**config.mk**
```make
export PLATFORM = sky130hd
export DESIGN_NAME = periodic_task_scheduler_flat
export DESIGN_NICKNAME = d
export VERILOG_FILES = /design/src/rtl/pts_pkg.sv /design/src/rtl/pts_req_if.sv /design/src/rtl/pts_rsp_if.sv /design/src/rtl/pts_cell.sv /design/src/rtl/periodic_task_scheduler.sv /design/src/flat_wrapper.sv
export SDC_FILE = /design/constraint.sdc
export NUM_CORES = 2
export LEC_CHECK = 0
export BUFFER_PORTS_ARGS = -buffer_cell sky130_fd_sc_hd__buf_2
export CAP_MARGIN = 20
export CORE_UTILIZATION = 50
export CTS_CLUSTER_SIZE = 10
export DETAILED_ROUTE_END_ITERATION = 8
export GPL_ROUTABILITY_DRIVEN = 0
export HOLD_SLACK_MARGIN = 0.06
export PLACE_DENSITY_LB_ADDON = 0.2
export SETUP_SLACK_MARGIN = 0.4
export SYNTH_ARGS = -nofsm -noshare
export SYNTH_HDL_FRONTEND = slang
export SYNTH_SLANG_ARGS = --single-unit
```
**constraint.sdc**
```tcl
create_clock -name clk -period 8.77 [get_ports clk]
set_input_delay 0.4385 -clock clk [delete_from_list [all_inputs] [get_ports clk]]
set_output_delay 0.4385 -clock clk [all_outputs]
set_load 0.05 [all_outputs]
```
**src/rtl/pts_pkg.sv**
```systemverilog
// Shared types and constants for the periodic task scheduler.
package pts_pkg;

  localparam int unsigned SLOT_W     = 6;   // slot index field, covers up to 64 slots
  localparam int unsigned OUT_SLOT_W = 3;
  localparam int unsigned TIME_W     = 32;
  localparam int unsigned PRIO_W     = 8;

  localparam logic signed [TIME_W-1:0] WRAP_LIMIT_NEG = -32'sd1073741824;
  localparam logic [TIME_W-1:0]        WRAP_STEP      = 32'd536870912;

  typedef enum logic [1:0] {
    ACT_SELECT = 2'd0,
    ACT_LOAD   = 2'd1,
    ACT_REMOVE = 2'd2
  } action_t;

  // Broadcast to every cell.
  typedef struct packed {
    logic                     load;
    logic                     remove;
    logic                     grant;
    logic [SLOT_W-1:0]        slot;
    logic signed [PRIO_W-1:0] prio;
    logic [TIME_W-1:0]        period;
    logic [TIME_W-1:0]        offset;
    logic [TIME_W-1:0]        now;
    logic signed [PRIO_W-1:0] floor_prio;
  } cmd_t;

  // Best pending slot so far, handed along the chain.
  typedef struct packed {
    logic                     found;
    logic signed [PRIO_W-1:0] prio;
    logic signed [TIME_W-1:0] wait_time;
    logic [SLOT_W-1:0]        slot;
  } cand_t;

endpackage

```
**src/rtl/pts_req_if.sv**
```systemverilog
// Request channel: action, time, floor and load fields.
interface pts_req_if;
  logic              valid;
  logic              ready;
  logic [1:0]        action;
  logic [31:0]       now_time;
  logic signed [7:0] running_floor;
  logic [2:0]        slot;
  logic signed [7:0] load_priority;
  logic [31:0]       load_period;
  logic [31:0]       load_offset;

  modport source (output valid, action, now_time, running_floor, slot, load_priority,
                  load_period, load_offset, input ready);
  modport sink   (input valid, action, now_time, running_floor, slot, load_priority,
                  load_period, load_offset, output ready);
endinterface

```
**src/rtl/pts_rsp_if.sv**
```systemverilog
// Response channel: grant flag and granted slot.
interface pts_rsp_if;
  logic       valid;
  logic       ready;
  logic       granted;
  logic [2:0] granted_slot;

  modport source (output valid, granted, granted_slot, input ready);
  modport sink   (input valid, granted, granted_slot, output ready);
endinterface

```
**src/rtl/pts_cell.sv**
```systemverilog
// One task slot: holds its state, visits itself when the scan token arrives.
module pts_cell
  import pts_pkg::*;
#(
  parameter int unsigned INDEX = 0
) (
  input  logic  clk,
  input  logic  rst,
  input  cmd_t  cmd,
  input  logic  token_in,
  input  cand_t cand_in,
  output logic  token_out,
  output cand_t cand_out
);

  logic                     used;
  logic                     started;
  logic signed [PRIO_W-1:0] prio;
  logic [TIME_W-1:0]        period;
  logic [TIME_W-1:0]        offset;
  logic [TIME_W-1:0]        next_run;

  logic                     hit;
  logic                     visit;
  logic [TIME_W-1:0]        next_base;
  logic signed [TIME_W-1:0] wait_time;
  logic                     wrap;
  logic                     pending;
  logic                     better;

  assign hit   = (cmd.slot == SLOT_W'(INDEX));
  assign visit = token_in && used && (prio > cmd.floor_prio);

  always_comb begin
    next_base = started ? next_run : cmd.now + offset;
    wait_time = started ? $signed(next_run - cmd.now) : $signed(offset);
    wrap      = wait_time < WRAP_LIMIT_NEG;
    pending   = wait_time <= 0;
    // earlier slots already hold the candidate, so only a strictly better one takes over
    better    = !cand_in.found || (prio > cand_in.prio) ||
                ((prio == cand_in.prio) && (wait_time < cand_in.wait_time));
  end

  always_ff @(posedge clk) begin
    if (rst) begin
      used      <= 1'b0;
      started   <= 1'b0;
      token_out <= 1'b0;
    end else begin
      token_out <= token_in;
      if (cmd.load && hit) begin
        used    <= 1'b1;
        started <= 1'b0;
      end else if (cmd.remove && hit) begin
        used    <= 1'b0;
        started <= 1'b0;
      end else if (visit) begin
        started <= 1'b1;
      end
    end
  end

  always_ff @(posedge clk) begin
    if (cmd.load && hit) begin
      prio   <= cmd.prio;
      period <= cmd.period;
      offset <= cmd.offset;
    end
    if (visit) begin
      next_run <= wrap ? next_base + WRAP_STEP : next_base;
    end else if (cmd.grant && hit) begin
      next_run <= next_run + period;
    end
    if (visit && pending && better) begin
      cand_out.found     <= 1'b1;
      cand_out.prio      <= prio;
      cand_out.wait_time <= wait_time;
      cand_out.slot      <= SLOT_W'(INDEX);
    end else begin
      cand_out <= cand_in;
    end
  end

endmodule

```
**src/rtl/periodic_task_scheduler.sv**
```systemverilog
// Periodic task scheduler top level: request handling, scan chain and response register.
//
// Each slot lives in its own cell, and the cells form a chain. Load and remove
// beats act in the cycle they are accepted. A select beat sends a token down
// the chain, one cell per cycle; each used cell above the floor that it reaches
// updates its start and wrap state, and each cell hands the best pending
// candidate so far to the next cell. The result at the end of the chain goes
// into a result register and then into the response register; load and remove
// go straight to the finish state. The next request is taken once the previous result
// has moved into the response register, which holds it until the sink takes it.
module periodic_task_scheduler
  import pts_pkg::*;
#(
  parameter int unsigned SLOT_COUNT = 8
) (
  input logic   clk,
  input logic   rst,
  pts_req_if.sink   req,
  pts_rsp_if.source rsp
);

  typedef enum logic [2:0] {
    ST_IDLE   = 3'b001,
    ST_SCAN   = 3'b010,
    ST_FINISH = 3'b100
  } state_t;

  state_t                   state;
  state_t                   state_next;
  logic [TIME_W-1:0]        scan_now;
  logic signed [PRIO_W-1:0] scan_floor;
  logic                     res_granted;
  logic [OUT_SLOT_W-1:0]    res_slot;
  logic                     out_valid;
  logic                     out_granted;
  logic [OUT_SLOT_W-1:0]    out_slot;

  logic [SLOT_COUNT:0]      token;
  cand_t                    cand [SLOT_COUNT+1];
  cmd_t                     cmd;
  logic                     accept;
  logic                     done;
  logic                     out_free;

  assign req.ready        = (state == ST_IDLE);
  assign accept           = req.valid && req.ready;
  assign done             = token[SLOT_COUNT];
  assign out_free         = !out_valid || rsp.ready;
  assign rsp.valid        = out_valid;
  assign rsp.granted      = out_granted;
  assign rsp.granted_slot = out_slot;

  assign cand[0] = '0;

  always_comb begin
    cmd            = '0;
    cmd.load       = accept && (req.action == ACT_LOAD);
    cmd.remove     = accept && (req.action == ACT_REMOVE);
    cmd.grant      = done && cand[SLOT_COUNT].found;
    cmd.slot       = cmd.grant ? cand[SLOT_COUNT].slot : SLOT_W'(req.slot);
    cmd.prio       = req.load_priority;
    cmd.period     = req.load_period;
    cmd.offset     = req.load_offset;
    cmd.now        = scan_now;
    cmd.floor_prio = scan_floor;
  end

  for (genvar i = 0; i < SLOT_COUNT; i++) begin : g_cell
    pts_cell #(.INDEX(i)) u_cell (
      .clk       (clk),
      .rst       (rst),
      .cmd       (cmd),
      .token_in  (token[i]),
      .cand_in   (cand[i]),
      .token_out (token[i+1]),
      .cand_out  (cand[i+1])
    );
  end

  always_comb begin
    state_next = state;
    case (state)
      ST_IDLE: begin
        if (accept) begin
          state_next = (req.action == ACT_SELECT) ? ST_SCAN : ST_FINISH;
        end
      end
      ST_SCAN: begin
        if (done) begin
          state_next = ST_FINISH;
        end
      end
      ST_FINISH: begin
        if (out_free) begin
          state_next = ST_IDLE;
        end
      end
      default: state_next = ST_IDLE;
    endcase
  end

  always_ff @(posedge clk) begin
    if (rst) begin
      state     <= ST_IDLE;
      token[0]  <= 1'b0;
      out_valid <= 1'b0;
    end else begin
      state    <= state_next;
      token[0] <= accept && (req.action == ACT_SELECT);
      if ((state == ST_FINISH) && out_free) begin
        out_valid <= 1'b1;
      end else if (rsp.ready) begin
        out_valid <= 1'b0;
      end
    end
  end

  always_ff @(posedge clk) begin
    if (accept) begin
      scan_now    <= req.now_time;
      scan_floor  <= req.running_floor;
      res_granted <= 1'b0;
      res_slot    <= '0;
    end else if (done) begin
      res_granted <= cand[SLOT_COUNT].found;
      res_slot    <= cand[SLOT_COUNT].found ? cand[SLOT_COUNT].slot[OUT_SLOT_W-1:0] : '0;
    end
    if ((state == ST_FINISH) && out_free) begin
      out_granted <= res_granted;
      out_slot    <= res_slot;
    end
  end

  a_one_token: assert property (@(posedge clk) disable iff (rst) $onehot0(token))
    else $error("more than one scan token in the chain");

  a_token_in_scan: assert property (@(posedge clk) disable iff (rst)
    (|token) |-> (state == ST_SCAN))
    else $error("scan token outside a scan");

  a_no_grant_slot: assert property (@(posedge clk) disable iff (rst)
    (out_valid && !out_granted) |-> (out_slot == '0))
    else $error("slot reported without a grant");

  a_update_finish: assert property (@(posedge clk) disable iff (rst)
    (accept && (req.action != ACT_SELECT)) |=> (state == ST_FINISH))
    else $error("load or remove did not go straight to finish");

  a_grant_once: assert property (@(posedge clk) disable iff (rst)
    cmd.grant |=> !cmd.grant)
    else $error("grant applied twice");

endmodule

```
**src/flat_wrapper.sv**
```systemverilog
// flat-port wrapper written by rule: the top's interface ports become plain ports
module periodic_task_scheduler_flat import pts_pkg::*;
#(
  parameter int unsigned SLOT_COUNT = 8
)
  (clk, rst, req_valid, req_action, req_now_time, req_running_floor, req_slot, req_load_priority, req_load_period, req_load_offset, req_ready, rsp_valid, rsp_granted, rsp_granted_slot, rsp_ready);
  pts_req_if req_i ();
  pts_rsp_if rsp_i ();
  input logic clk;
  input logic rst;
  input wire logic [$bits(req_i.valid)-1:0] req_valid;
  input wire logic [$bits(req_i.action)-1:0] req_action;
  input wire logic [$bits(req_i.now_time)-1:0] req_now_time;
  input wire logic [$bits(req_i.running_floor)-1:0] req_running_floor;
  input wire logic [$bits(req_i.slot)-1:0] req_slot;
  input wire logic [$bits(req_i.load_priority)-1:0] req_load_priority;
  input wire logic [$bits(req_i.load_period)-1:0] req_load_period;
  input wire logic [$bits(req_i.load_offset)-1:0] req_load_offset;
  output wire logic [$bits(req_i.ready)-1:0] req_ready;
  output wire logic [$bits(rsp_i.valid)-1:0] rsp_valid;
  output wire logic [$bits(rsp_i.granted)-1:0] rsp_granted;
  output wire logic [$bits(rsp_i.granted_slot)-1:0] rsp_granted_slot;
  input wire logic [$bits(rsp_i.ready)-1:0] rsp_ready;
  assign req_i.valid = req_valid;
  assign req_i.action = req_action;
  assign req_i.now_time = req_now_time;
  assign req_i.running_floor = req_running_floor;
  assign req_i.slot = req_slot;
  assign req_i.load_priority = req_load_priority;
  assign req_i.load_period = req_load_period;
  assign req_i.load_offset = req_load_offset;
  assign req_ready = req_i.ready;
  assign rsp_valid = rsp_i.valid;
  assign rsp_granted = rsp_i.granted;
  assign rsp_granted_slot = rsp_i.granted_slot;
  assign rsp_i.ready = rsp_ready;
  periodic_task_scheduler #(.SLOT_COUNT(SLOT_COUNT)) u_core (.clk(clk), .rst(rst), .req(req_i), .rsp(rsp_i));
endmodule
```
==> results.toml <==
[run_status]
status = "finished clean"

[sta]
rsz0062_at_grt = "no"
max_slew_margin_pct = 26.0
timing.final.crit_share_pct = 90.9
maxSlewViolCount = 0
finalHoldViolCount = 0
finalSetupViolCount = 0
fin_crit_ps = 7970
max_freq_ghz = 0.126
fin_skew_ps = 58.6
setup_tns_ps = 0
timing.hold.ws_ps = 107
tightest_slew_ps = 1080

[clock_network]
clockBufferDepth = 3
cts_buffers = 150
cts_setup_buffers = 0
cts-root-buf = "clkbuf_16"
tritoncts = "built"
clk_pin_slew_ps = 50
cts_sinks = 1214
cts-htree-levels = 4
clkLatencyLatePin_ps = 830
cts.repair.resized = 0

[finish]
multi_input_area_um2 = 51900
final_cells = 11600
drive_above_1_share_pct = 8.75
seq_area_um2 = 33100
final_util_pct = 55.9
nNetsFinal = 10400
area_growth_pct = 10.8
fill_cells = 15200

[placement]
placed_cells = 11300
dp_hpwl_um = 238000
port_buffers = 126

[logic_synthesis]
yosys.area_share.simple_pct = 11.5
synth_top_area_share_pct = 29.9
yosys_warnings = 0
yosysSeqAreaShare_pct = 37.7
synth_edf_count = 876
post_synth.cell_area_avg_um2 = 9.88
synth_compound_area_share_pct = 19.8
synthTopCellsByArea = "edfxtp_1, ha_1, dfxtp_1"
async_flop_share_pct = 0
synth_top_family_by_area = "compound AO/OA/AOI/OAI gates"
ys.flop_type = "edfxtp_1"
synth_xor_area_share_pct = 6.77
synthesis.area_um2 = 87800
synth_nets = 10100
synth-seq-cells = 1214
yosys.area.top_type = "edfxtp_1"
synth_cell_types = 97
synthAdderAreaFrac_pct = 16.1
yosys-mux-area-fraction_pct = 4.79
synthCells = 8890

[route]
routed_wl_um = 302000
vias_per_cell = 6.39
vias = 74400
first_iter_violations = 8422
routedWlPerCell_um = 25.9
ant_nets = 0
first_pass_iters = 9
drc_errors = 0

[floorplanning]
rows = 153
core-area_um2 = 174000
die_y_um = 421
pin_count = 127
start_util_pct = 50.4
die_x_um = 421
die-area_um2 = 177000

[power_and_ir_drop]
p_leak_uw = 0.0393
vdd_drop_max_mv = 0.220
power.total_uw = 14600
p_per_area_nw_per_um2 = 150

[worst_setup_path]
start_kind = "register"
worst-path-max-fanout = 35
criticalPathCategory = "register to register"
cp-end-kind = "register"
slowest_stage = "edfxtp_1"
cp.arrival_ps = 8660
crit_required_ps = 9460
slowest_delay_ps = 800

[worst_hold_path]
hold_class = "primary input to register"

[global_routing]
grt_pass1_wl_um = 442000
grt_antenna_before_repair = 28
first_global_vias = 72900
grt_max_degree = 59
grt_overflow = 0
grt_use_total_pct = 33.0

[flow_run]
maxCapViolations = 0
[logic make-up (layout without fill, tap and decap cells)]
kind of cell | count (synthesis) | after routing
AOI/OAI and AO/OA | 2713 | 2713
and+or+nand+nor | 2023 | 2023
DFF | 1214 | 1214
adders and majority gates | 1113 | 1113
buffers and inverters | 775 | 1188
xor gates and xnor gates | 679 | 679
muxes | 373 | 373
other | 0 | 6
[flip-flops by register name, indices dropped and copies added, names as in the netlist]
register and flops:
u_core.rsp.valid 1, u_core.scan_floor 8, u_core.rsp.granted 1, u_core.g_cell.u_cell.token_out 8
u_core.g_cell.u_cell.period 256, u_core.g_cell.u_cell.cand_out 305, u_core.g_cell.u_cell.offset 256, u_core.res_granted 1
u_core.state 3, u_core.g_cell.u_cell.used 8, u_core.scan_now 32, u_core.token 1
u_core.g_cell.u_cell.next_run 256, u_core.rsp.granted_slot 3, u_core.g_cell.u_cell.prio 64, u_core.res_slot 3
u_core.g_cell.u_cell.started 8
[final cells by class]
type,instances,share of cell area [%]
Inverter,574,2.22
Antenna cell,6,0.0154
Clock inverter,30,0.430
Sequential cell,1214,34.0
Clock buffer,247,4.44
Timing Repair Buffer,337,2.55
Tap cell,2325,2.99
Multi-Input combinational cell,6901,53.4
[power by group]
group	switching (µW)	total (µW)	internal, µW
clock	2650	6080	3430
sequential	27.2	6200	6170
combinational	1440	2290	844
total	4120	14600	10400
[synth_stat cells (142+ instances only)]
library cell	count
inv_1	570
edfxtp_1	876
xnor2_1	394
o22ai_1	145
mux2_2	221
dfxtp_1	338
nor2b_1	151
ha_1	1089
nand2_1	489
a21oi_1	729
a21o_1	399
xor2_1	285
nand3_1	184
o21ai_0	535
nor2_1	476
clkbuf_1	142
[cells in the final DEF (no fill, tap or decap), types with 32 or more instances in the layout]
| master | n |
|---|---|
| a21o_1 | 399 |
| nor2_1 | 472 |
| nand2_1 | 489 |
| nor4_1 | 50 |
| and3_1 | 72 |
| mux2_2 | 221 |
| clkbuf_1 | 78 |
| a21oi_1 | 727 |
| xnor2_1 | 394 |
| inv_1 | 565 |
| mux2_1 | 44 |
| nor3_1 | 131 |
| edfxtp_1 | 876 |
| o211ai_1 | 45 |
| nand3_1 | 184 |
| or3_1 | 50 |
| ha_1 | 1089 |
| a31oi_1 | 85 |
| or2_2 | 32 |
| mux2i_1 | 80 |
| nand2b_1 | 128 |
| dfxtp_1 | 330 |
| o22ai_1 | 145 |
| o21ai_0 | 531 |
| nand4_1 | 118 |
| nor2b_1 | 151 |
| buf_2 | 126 |
| a211oi_1 | 110 |
| o21a_1 | 129 |
| dlygate4sd3_1 | 84 |
| o21bai_1 | 107 |
| and2_1 | 38 |
| buf_4 | 122 |
| o31ai_1 | 72 |
| clkbuf_16 | 151 |
| xor2_1 | 285 |
[critical path: cells and delay by family (launching register included)]
kind	cells	cell delay (ps)
compound gates	12	3340
xor+xnor	1	110
fa+ha+maj	2	800
buf+inv	2	920
flops	1	800
mux	3	920
simple gates	6	880
[per-layer routing]
metal | GRT usage, % | wire length, µm | up-vias
met5 | 0 | 22 | -
met4 | 16.3 | 16200 | 4
met3 | 4.62 | 28200 | 741
met2 | 53.9 | 138000 | 3760
met1 | 42.6 | 119000 | 35900
li1 | - | - | 34000
[path summary, 6_finish.rpt]
kind / from / end / slack (ps) / cells past startpoint
worst max-delay path: u_core.scan_now[9]$_DFFE_PP_ / u_core.g_cell[2].u_cell.cand_out[10]$_DFF_P_ / 800 / 26
worst min-delay path: req_load_period[4] / u_core.g_cell[1].u_cell.period[4]$_DFFE_PP_ / 110 / 1
worst max register to register: u_core.scan_now[9]$_DFFE_PP_ / u_core.g_cell[2].u_cell.cand_out[10]$_DFF_P_ / 800 / 26
worst min register to register: u_core.g_cell[5].u_cell.cand_out[1]$_SDFF_PP0_ / u_core.g_cell[6].u_cell.cand_out[1]$_SDFF_PP1_ / 410 / 1
[timing repair]
item | CTS | global route
endpoints found under the hold margin | 277 | 0
hold buffers | 84 | 0
setup endpoints to repair | 0 | 0
[stage by stage]
stage          instance area, µm²  setup slack [ps]
6_report                    97300               802
3_3_place_gp                91700              1240
2_1_floorplan               87800              1960
5_1_grt                     97300               423
3_5_place_dp                91700              1070
4_1_cts                     97300              1040
(Power assumes the default switching activity.)
